===== src/design/one_pkg.sv =====
package one_pkg;

	// Component width, fixed by the payload struct
	localparam int COMP_BITS = 16;
	// Magnitude of one component; the most negative value fits unsigned
	localparam int MAG_W = COMP_BITS;
	// s = |x|+|y|+|z| <= 3*2^(COMP_BITS-1)
	localparam int S_W = COMP_BITS + 1;
	// Offset numerator p = n+s <= 2s
	localparam int P_W = COMP_BITS + 2;
	// Divisor 2s
	localparam int D_W = COMP_BITS + 2;
	// Dividend 255p+s <= 511s
	localparam int N_W = COMP_BITS + 10;
	// Quotient bits, one per cell
	localparam int Q_W = 8;

	localparam logic [Q_W-1:0] CENTER_CODE = Q_W'(128);

	typedef struct packed {
		logic signed [COMP_BITS-1:0] normal_x;
		logic signed [COMP_BITS-1:0] normal_y;
		logic signed [COMP_BITS-1:0] normal_z;
	} norm_in_t;

	typedef struct packed {
		logic [Q_W-1:0] octa_x;
		logic [Q_W-1:0] octa_y;
	} octa_out_t;

	// Word handed from cell to cell
	typedef struct packed {
		logic [N_W-1:0] rem_x;
		logic [N_W-1:0] rem_y;
		logic [Q_W-1:0] quo_x;
		logic [Q_W-1:0] quo_y;
		logic [D_W-1:0] den;
		logic           zero;
	} cell_data_t;

endpackage


===== src/design/one_front.sv =====
module one_front (
	input  logic               clk,
	input  logic               arst_n,
	input  logic               en,
	input  logic               valid_in,
	input  one_pkg::norm_in_t  data_in,
	output logic               valid_out,
	output one_pkg::cell_data_t data_out
);
	import one_pkg::*;

	// p = n + s written as a sum of magnitudes, per component sign and fold
	function automatic logic [P_W-1:0] offset_num(
		input logic [MAG_W-1:0] a_self,
		input logic [MAG_W-1:0] a_other,
		input logic [MAG_W-1:0] a_z,
		input logic             neg_self,
		input logic             z_neg
	);
		logic [P_W-1:0] t_self;
		logic [P_W-1:0] t_z;
		t_self = neg_self ? '0 : (P_W'(a_self) << 1);
		if (z_neg) begin
			t_z = neg_self ? '0 : (P_W'(a_z) << 1);
		end else begin
			t_z = P_W'(a_z);
		end
		return t_self + P_W'(a_other) + t_z;
	endfunction

	logic             valid_s1, valid_s2, valid_s3;
	logic [MAG_W-1:0] ax_s1, ay_s1, az_s1;
	logic             sx_s1, sy_s1, zneg_s1;
	logic [S_W-1:0]   s_s2;
	logic [P_W-1:0]   px_s2, py_s2;
	logic             zero_s2;
	cell_data_t       data_s3;

	// valid chain
	always_ff @(posedge clk or negedge arst_n) begin
		if (!arst_n) begin
			valid_s1 <= 1'b0;
			valid_s2 <= 1'b0;
			valid_s3 <= 1'b0;
		end else if (en) begin
			valid_s1 <= valid_in;
			valid_s2 <= valid_s1;
			valid_s3 <= valid_s2;
		end
	end

	// stage 1: magnitudes and signs
	always_ff @(posedge clk) begin
		if (en) begin
			ax_s1   <= data_in.normal_x[COMP_BITS-1] ? MAG_W'(~data_in.normal_x + 1'b1)
			                                         : MAG_W'(data_in.normal_x);
			ay_s1   <= data_in.normal_y[COMP_BITS-1] ? MAG_W'(~data_in.normal_y + 1'b1)
			                                         : MAG_W'(data_in.normal_y);
			az_s1   <= data_in.normal_z[COMP_BITS-1] ? MAG_W'(~data_in.normal_z + 1'b1)
			                                         : MAG_W'(data_in.normal_z);
			sx_s1   <= data_in.normal_x[COMP_BITS-1];
			sy_s1   <= data_in.normal_y[COMP_BITS-1];
			zneg_s1 <= data_in.normal_z[COMP_BITS-1];
		end
	end

	// stage 2: L1 norm and offset numerators in parallel
	always_ff @(posedge clk) begin
		if (en) begin
			s_s2    <= S_W'(ax_s1) + S_W'(ay_s1) + S_W'(az_s1);
			px_s2   <= offset_num(ax_s1, ay_s1, az_s1, sx_s1, zneg_s1);
			py_s2   <= offset_num(ay_s1, ax_s1, az_s1, sy_s1, zneg_s1);
			zero_s2 <= ~|{ax_s1, ay_s1, az_s1};
		end
	end

	// stage 3: dividend 255p+s and divisor 2s
	always_ff @(posedge clk) begin
		if (en) begin
			data_s3.rem_x <= (N_W'(px_s2) << 8) - N_W'(px_s2) + N_W'(s_s2);
			data_s3.rem_y <= (N_W'(py_s2) << 8) - N_W'(py_s2) + N_W'(s_s2);
			data_s3.quo_x <= '0;
			data_s3.quo_y <= '0;
			data_s3.den   <= D_W'(s_s2) << 1;
			data_s3.zero  <= zero_s2;
		end
	end

	assign valid_out = valid_s3;
	assign data_out  = data_s3;

endmodule


===== src/design/one_cell.sv =====
module one_cell #(
	parameter int BIT_POS = 7
) (
	input  logic                clk,
	input  logic                arst_n,
	input  logic                en,
	input  logic                valid_in,
	input  one_pkg::cell_data_t data_in,
	output logic                valid_out,
	output one_pkg::cell_data_t data_out
);
	import one_pkg::*;

	logic [N_W-1:0] den_sh;
	logic           take_x, take_y;
	logic           valid_s1;
	cell_data_t     data_s1;

	// one restoring step per lane against the divisor at this bit weight
	always_comb begin
		den_sh = N_W'(data_in.den) << BIT_POS;
		take_x = data_in.rem_x >= den_sh;
		take_y = data_in.rem_y >= den_sh;
	end

	always_ff @(posedge clk or negedge arst_n) begin
		if (!arst_n) begin
			valid_s1 <= 1'b0;
		end else if (en) begin
			valid_s1 <= valid_in;
		end
	end

	always_ff @(posedge clk) begin
		if (en) begin
			data_s1.rem_x <= take_x ? data_in.rem_x - den_sh : data_in.rem_x;
			data_s1.rem_y <= take_y ? data_in.rem_y - den_sh : data_in.rem_y;
			data_s1.quo_x <= {data_in.quo_x[Q_W-2:0], take_x};
			data_s1.quo_y <= {data_in.quo_y[Q_W-2:0], take_y};
			data_s1.den   <= data_in.den;
			data_s1.zero  <= data_in.zero;
		end
	end

	assign valid_out = valid_s1;
	assign data_out  = data_s1;

endmodule


===== src/design/octahedral_normal_encode_top.sv =====
// Channel  Direction  Handshake              Payload
// in       input      in_valid / in_ready    in_data  (norm_in_t: normal_x, normal_y, normal_z)
// out      output     out_valid / out_ready  out_data (octa_out_t: octa_x, octa_y)
//
// One vector per cycle sustained while the output is empty or taken; the pipeline is
// three front stages (magnitudes, L1 norm and numerators, dividend) and eight
// divider cells, one quotient bit each, both coordinates side by side.
// The whole pipeline advances when the output is empty or being taken.
// Reset clears only the valid bits; data registers are not reset.
module octahedral_normal_encode_top (
	input  logic               clk,
	input  logic               arst_n,
	input  logic               in_valid,
	output logic               in_ready,
	input  one_pkg::norm_in_t  in_data,
	output logic               out_valid,
	input  logic               out_ready,
	output one_pkg::octa_out_t out_data
);
	import one_pkg::*;

	logic       en;
	logic       valid_c [0:Q_W];
	cell_data_t data_c  [0:Q_W];

	// global advance: last cell doubles as the output register
	assign en       = ~valid_c[Q_W] | out_ready;
	assign in_ready = en;

	one_front u_front (
		.clk       (clk),
		.arst_n    (arst_n),
		.en        (en),
		.valid_in  (in_valid),
		.data_in   (in_data),
		.valid_out (valid_c[0]),
		.data_out  (data_c[0])
	);

	// divider chain, MSB of the quotient first
	for (genvar i = 0; i < Q_W; i++) begin : g_cell
		one_cell #(
			.BIT_POS (Q_W - 1 - i)
		) u_cell (
			.clk       (clk),
			.arst_n    (arst_n),
			.en        (en),
			.valid_in  (valid_c[i]),
			.data_in   (data_c[i]),
			.valid_out (valid_c[i+1]),
			.data_out  (data_c[i+1])
		);
	end

	// zero vector maps to the center code
	assign out_valid       = valid_c[Q_W];
	assign out_data.octa_x = data_c[Q_W].zero ? CENTER_CODE : data_c[Q_W].quo_x;
	assign out_data.octa_y = data_c[Q_W].zero ? CENTER_CODE : data_c[Q_W].quo_y;

endmodule


===== config.mk =====
export PLATFORM = sky130hd
export DESIGN_NAME = octahedral_normal_encode_top
export DESIGN_NICKNAME = d
export VERILOG_FILES = /design/src/design/one_pkg.sv /design/src/design/one_front.sv /design/src/design/one_cell.sv /design/src/design/octahedral_normal_encode_top.sv
export SDC_FILE = /design/constraint.sdc
export NUM_CORES = 2
export LEC_CHECK = 0
export ABC_AREA = 1
export BUFFER_PORTS_ARGS = -buffer_cell sky130_fd_sc_hd__buf_2
export CORE_MARGIN = 5
export CORE_UTILIZATION = 60
export DETAILED_ROUTE_END_ITERATION = 8
export HOLD_SLACK_MARGIN = 0.02
export PLACE_DENSITY = 0.85
export SETUP_SLACK_MARGIN = 0.4
export SLEW_MARGIN = 20
export SYNTH_ARGS = -nofsm -noshare
export SYNTH_HDL_FRONTEND = slang
export SYNTH_SLANG_ARGS = --single-unit

===== constraint.sdc =====
create_clock -name clk -period 33 [get_ports clk]
set_clock_uncertainty 0.05 [all_clocks]
set_input_delay 3.3 -clock clk [delete_from_list [all_inputs] [get_ports clk]]
set_output_delay 3.3 -clock clk [all_outputs]
set_load 0.02 [all_outputs]

# Word level (Yosys, flattened, before mapping)
# Cells that the tools add are included.
[op_classes]
n_bitwise = 5
reduce_logical = 2
n_mux = 27
n_addsub = 27
n_lt_le_gt_ge = 16
[ops]
columns = ["op", "n"]
rows = [
  ["two-way mux 26 bit", 14],
  ["two-way mux 18 bit", 4],
  ["two-way mux 17 bit", 4],
  ["adder 26 x 17 -> 26 bit", 2],
  ["greater-or-equal comparator 26 x 18 -> 1 bit", 2],
  ["greater-or-equal comparator 26 x 19 -> 1 bit", 2],
  ["greater-or-equal comparator 26 x 20 -> 1 bit", 2],
  ["greater-or-equal comparator 26 x 21 -> 1 bit", 2],
  ["greater-or-equal comparator 26 x 22 -> 1 bit", 2],
  ["greater-or-equal comparator 26 x 23 -> 1 bit", 2],
  ["greater-or-equal comparator 26 x 24 -> 1 bit", 2],
  ["greater-or-equal comparator 26 x 25 -> 1 bit", 2],
  ["subtractor 26 x 18 -> 26 bit", 2],
  ["subtractor 26 x 19 -> 26 bit", 2],
  ["subtractor 26 x 20 -> 26 bit", 2],
  ["subtractor 26 x 21 -> 26 bit", 2],
  ["subtractor 26 x 22 -> 26 bit", 2],
  ["subtractor 26 x 23 -> 26 bit", 2],
  ["subtractor 26 x 24 -> 26 bit", 2],
  ["subtractor 26 x 25 -> 26 bit", 2],
  ["adder 16 x 1 -> 16 bit (second input constant)", 3],
  ["NOT 16 bit", 3],
  ["OR reduction 48 bit", 1],
  ["two-way mux 15 bit", 3],
  ["8 further kinds", 11],
]
[word_totals]
out_inout_bits = 18
word_cells = 150
ff_bits = 749
in_bits = 52

# Longest topological paths before layout
[logic_depth]
ltp_word = 4
depth_mapped = 17
depth_no_buf = 16

# Cells and area by module
# A second synthesis with hierarchy kept.
[hier_totals]
hier_cells = 8768
area_unflattened_um2 = 66077.1
[by_module_without_submodules]
columns = ["module", "cells_each", "area_per_inst_um2", "seq_area_each_um2", "instances"]
rows = [
  ["one_front", 2046, 15688.8, 5330.1, 1],
  ["one_cell at g_cell[6].u_cell", 951, 6981.7, 2637.5, 1],
  ["one_cell at g_cell[7].u_cell", 902, 6656.4, 2637.5, 1],
  ["one_cell at g_cell[5].u_cell", 920, 6565.0, 2637.5, 1],
  ["one_cell at g_cell[4].u_cell", 859, 6348.6, 2637.5, 1],
  ["one_cell at g_cell[3].u_cell", 821, 6118.4, 2637.5, 1],
  ["one_cell at g_cell[2].u_cell", 785, 5997.0, 2637.5, 1],
  ["one_cell at g_cell[1].u_cell", 728, 5844.4, 2637.5, 1],
  ["one_cell at g_cell[0].u_cell", 720, 5734.2, 2637.5, 1],
  ["octahedral_normal_encode_top", 36, 142.6, 0.0, 1],
]

# Worst setup path before layout
# OpenSTA, ideal clock, no wires.
[synth_timing]
path_kind = "input port to output port"
start = "input port out_ready"
end = "output port in_ready"
setup_slack_ns = 5.984
required_ns = 29.650
path_buffers = 1
arrival_ns = 23.666
stages = 3
cell_sequence = "inv_1 nand2_1 clkbuf_1"
[synth_between]
elab_chain_len = 1
[synth_rtl]
columns = ["item", "line_no", "source"]
rows = [
  ["start, declared", "octahedral_normal_encode_top.sv:17", "input logic out_ready,"],
  ["bitwise OR 1 bit", "octahedral_normal_encode_top.sv:27", "assign en = ~valid_c[Q_W] | out_ready;"],
  ["end, declared", "octahedral_normal_encode_top.sv:14", "output logic in_ready,"],
]
# Every way passes these cells.

# Final worst setup path
# Ends and elaborated chain as after synthesis.

==> results.md <==
Status:
- The flow ran to the end, and the final reports show no timing, DRC or antenna violations.

Timing:
- Setup repair after global routing left no endpoint under its margin.
- Static timing analysis puts the maximum clock frequency at roughly 0.13 GHz.
- The pin slew with the least headroom to its limit is between 1 and 1.5 ns.
- The routed design could run at a clock period as short as between 7 and 8 ns.
- The final setup violation count is 0.
- After routing, the total negative slack on setup checks comes to 0 ns.
- The final number of hold-violating endpoints is 0.
- The share of the cycle needed by the critical path after routing is 23.0%.
- Measured against its own limit, the worst slew margin works out to a little under a quarter.
- The minimum setup slack in the final design is ~25 ns.
- The number of max-slew violations in the final report is 0.

Min path:
- For hold timing, the worst endpoint is g_cell[7].u_cell.data_out[23].
- The class of the tightest hold or removal check is reg2reg.
- The hold path startpoint is g_cell[6].u_cell.data_out[22].
- The hold-critical path depth is 0.

Job:
- The tool flagged a number of max-cap violations equal to 0.

Setup path:
- The peak fanout along the critical path is 47.
- In this run the register-to-register setup slack is between 20 and 30 ns.
- The buffering stage count on the worst path with inverters included is 3.
- The critical path goes through buf_2 -> inv_1 -> nand2_4 -> buf_2.
- For the worst setup path, the data arrival time is 4.26 ns.
- The maximum single-stage delay on the critical path is ~0.47 ns.
- The sort of element at the start of the critical path is a primary input.
- The worst register-to-register path ends at u_front.px_s2[13].
- The startpoint identified for the worst register-to-register timing path is g_cell[7].u_cell.valid_out.
- On the critical path, the stage with the largest delay is an instance of sky130_fd_sc_hd__nand2_4.
- Among the stages of the critical path, the cell type that occurs most often is sky130_fd_sc_hd__buf_2.
- The critical path in this run is classified as in2out.
- The worst setup path is captured at an output pin.
- For the worst flop-to-flop path, the logic depth is 4.
- The required arrival time at the worst endpoint is ~30 ns.
- Broken down by cell family, the worst path's largest delay share belongs to buffers and inverters.

Detailed routing:
- After detailed routing, the wire length on met1 is between 60,000 and 70,000 microns.
- The routed wire length is 156,000 microns.
- The detailed router used layers up to and including met5.
- The count of nets left with antenna violations once routing finished came out at 0.
- The final routed DRC violation total is 0.
- In the routed layout, each cell is associated on average with a via count of about 5.4.
- The total number of vias is 48,000.
- The detailed-routed wire length on met2 is between 70,000 and 80,000 microns.
- The detailed-routed wire length on met3 is just over 10,000 microns.
- After the first detailed-routing iteration, the DRC count stood at ~4,400.
- The iteration count of the initial detailed-routing pass is 9.
- Dividing the detail-routed wire length by the instance count gives 17.7 microns.

GRT:
- The via count of the first global-routing pass is 46,100.
- Summed over all layers, the global routing overflow is 0.
- The initial antenna violation count came to 2.
- The global-route wire length before repair is about 240,000 microns.
- The overall fraction of global-route tracks in use is a little under a third.
- The pin count of the biggest net entering global routing is 180.

Die:
- The top-level I/O count is 70.
- The floorplan step set the die height to around 320 microns.
- The number of rows in the core area is ~110.
- Once the floorplan was initialized, standard cells occupied approximately 60% of the core.
- The region available for standard cell placement spans roughly 0.093 sq mm.
- The area enclosed by the die boundary is around 0.1 sq mm.
- The width of the die is ~320 microns.

Yosys:
- For this run, the leading register cell type out of synthesis is sky130_fd_sc_hd__edfxtp_1.
- The share of the yosys chip area belonging to registers is 39.9%.
- The share of the synthesized netlist area taken by xor and xnor gates is between 3 and 4%.
- The synthesized net count is 7,947.
- In this run, synthesis inferred between 700 and 800 flip-flops with an integrated enable.
- The instance count of the mapped netlist is between 7,000 and 8,000.
- Averaged over all synthesized cells, the footprint is about 7.6 sq um.
- After Yosys synthesis, full adders, half adders and majority gates account for a little under an eighth of the synthesized area.
- The simple-gate area share of the yosys netlist is between 20% and 30%.
- In the synthesized netlist the async set-or-reset flop fraction comes to 1.47%.
- In this run, synthesis produced a sequential element count of between 700 and 800.
- The number of library cell types mapped by synthesis is 50.
- During synthesis, Yosys emitted a total of 0 warnings.
- The multiplexer fraction of the synthesized cell area is less than 1%.
- The post-synthesis instance area is 0.0562 sq mm.
- The combinational family with the most area after synthesis is simple AND/OR/NAND/NOR gates.
- The compound-gate portion of the synthesized area is approximately 5.4%.

Placed design:
- During placement, the flow inserted port buffers numbering just under 70.
- The HPWL after detailed placement is 125,000 microns.
- Including well taps, the total number of placed cells is just under 9,000.
- The congestion estimate from routability-driven global placement came to approximately 0.99.
- OpenSTA, run right after detailed placement, puts the worst setup slack at 25.35 ns.

Cells and area:
- The post-route netlist has under 10% of its cells at a drive strength greater than 1.
- For this run, the number of standard cells in the final layout without fillers is around 8,800.
- The area growth from synthesis to layout is 7.79%.
- The antenna diode count is 0.
- Fill cells in the final layout number about 8,000.
- The final-stage net count is 8,048.

Clock tree:
- The CTS tree is yes.
- The total of hold buffers inserted after clock tree synthesis is 0.
- The register clock-pin slew on the reported worst setup and hold paths is 0.06 ns.
- The maximum level of the CTS H-tree is 3.
- Buffers added to address setup during post-CTS repair amount to 0.
- Once the clock tree was built, the resizer swapped 0 gates to a different size.
- The number of buffers created by CTS is just over 80.
- The clock drives around 750 sinks.
- In this run the deepest clock path goes through 3 buffers.
- The later pin in the worst-skew pair is clocked with a latency of approximately 0.66 ns.
- The root buffer cell is sky130_fd_sc_hd__clkbuf_16.
## worst register-to-register path, stage by stage, from the launching register on
cell                      delay (ns)
sky130_fd_sc_hd__dfrtp_1        0.40
sky130_fd_sc_hd__nand2_4        0.49
sky130_fd_sc_hd__buf_4          0.68
sky130_fd_sc_hd__buf_4          0.95
sky130_fd_sc_hd__buf_4          0.97
## Yosys cell counts (9+ instances only)
master	number	area share [%]
sky130_fd_sc_hd__o21bai_1	13	0.17
sky130_fd_sc_hd__inv_1	1339	8.9
sky130_fd_sc_hd__a21oi_2	35	0.55
sky130_fd_sc_hd__nand3b_1	32	0.43
sky130_fd_sc_hd__and2_1	11	0.12
sky130_fd_sc_hd__xnor2_1	50	0.78
sky130_fd_sc_hd__ha_1	392	8.7
sky130_fd_sc_hd__dfrtp_1	11	0.49
sky130_fd_sc_hd__fa_1	83	3.0
sky130_fd_sc_hd__o21ai_1	11	0.098
sky130_fd_sc_hd__inv_2	21	0.14
sky130_fd_sc_hd__nor3_1	53	0.47
sky130_fd_sc_hd__edfxtp_1	738	39
sky130_fd_sc_hd__nand3_1	372	3.3
sky130_fd_sc_hd__buf_6	24	0.48
sky130_fd_sc_hd__o21ai_0	160	1.4
sky130_fd_sc_hd__buf_4	15	0.20
sky130_fd_sc_hd__nand2_2	80	0.89
sky130_fd_sc_hd__or2_2	13	0.14
sky130_fd_sc_hd__xor2_1	166	2.6
sky130_fd_sc_hd__nand4_1	98	1.1
sky130_fd_sc_hd__clkbuf_1	17	0.11
sky130_fd_sc_hd__nand2_1	2720	18
sky130_fd_sc_hd__nand3_2	9	0.16
sky130_fd_sc_hd__a21oi_1	314	2.8
sky130_fd_sc_hd__nor4_1	22	0.24
sky130_fd_sc_hd__nor2_1	520	3.5
sky130_fd_sc_hd__nor2_2	22	0.24
## per-stage QoR
step                instance area, sq um  utilization [%]  hold slack [ns]
global route                       60600             65.0            0.364
CTS                                60500             65.0            0.351
detailed placement                 57700             61.9            0.355
global placement                   57700             61.9            0.351
floorplan                          56200                -            0.350
finish                             60600             65.0            0.360
## flip-flops by register name, indices dropped and copies added (netlist names)
register                 flops
u_front.valid_out            1
u_front.ay_s1               16
u_front.zneg_s1              1
u_front.valid_s1             1
u_front.sy_s1                1
u_front.ax_s1               16
u_front.s_s2                17
u_front.px_s2               18
u_front.data_out            70
u_front.az_s1               16
u_front.py_s2               18
g_cell.u_cell.data_out     563
u_front.sx_s1                1
u_front.zero_s2              1
g_cell.u_cell.valid_out      8
u_front.valid_s2             1
## kinds of logic (layout without fill, tap and decap cells)
logic type               count (synthesis)  after routing
buffers and inverters                 1428           1598
AND/OR/NAND/NOR                       3986           3986
multiplexers                             7              7
XOR/XNOR                               216            216
flip-flops                             749            749
adder cells (fa/ha/maj)                475            475
AO/OA/AOI/OAI                          559            559
## cell usage in the layout, fill, tap and decap left out, drive strengths merged, types with 2 or more instances in the layout
master    count
a211oi        2
a21boi        2
a21o          8
a21oi       352
a31oi         4
and2         11
buf          80
bufinv       11
clkbuf       92
clkinv       32
clkinvlp      9
dfrtp        11
edfxtp      738
fa           83
ha          392
inv        1374
mux2          7
nand2      2806
nand3       381
nand3b       32
nand4       104
nor2        550
nor3         61
nor3b         3
nor4         22
o21a          5
o21ai       171
o21bai       13
o31ai         2
or2          14
xnor2        50
xor2        166
## per-layer routing
metal	vias to the layer above	GRT usage, %
met1	21900	37.3
met5	-	0
li1	23800	-
met4	4	17.7
met3	435	4.52
met2	1842	53.6
## how the worst max path moves through the flow
stage	startpoint	to	slack, ns	cells after the start
after floorplan	out_ready	in_ready	5.98	3
after global placement	out_ready	in_ready	25.33	4
after detailed placement	out_ready	in_ready	25.35	4
after CTS	out_ready	in_ready	25.35	4
after global routing	out_ready	in_ready	25.27	4
final	out_ready	in_ready	25.39	4
## final cells by class
cell class              instances  area (sq um)  share of cell area [%]
well taps                    1254          1570                    2.59
clock inverters                61           689                    1.14
flip-flops and latches        749         22400                    37.0
repair buffers                 80           457                   0.754
clock buffers                  92          2130                    3.52
multi-input cells            5243         28200                    46.5
inverters                    1365          5130                    8.46
Power is not shown: default switching activity piles up to over one toggle a cycle in this logic, so the estimate is an artifact.
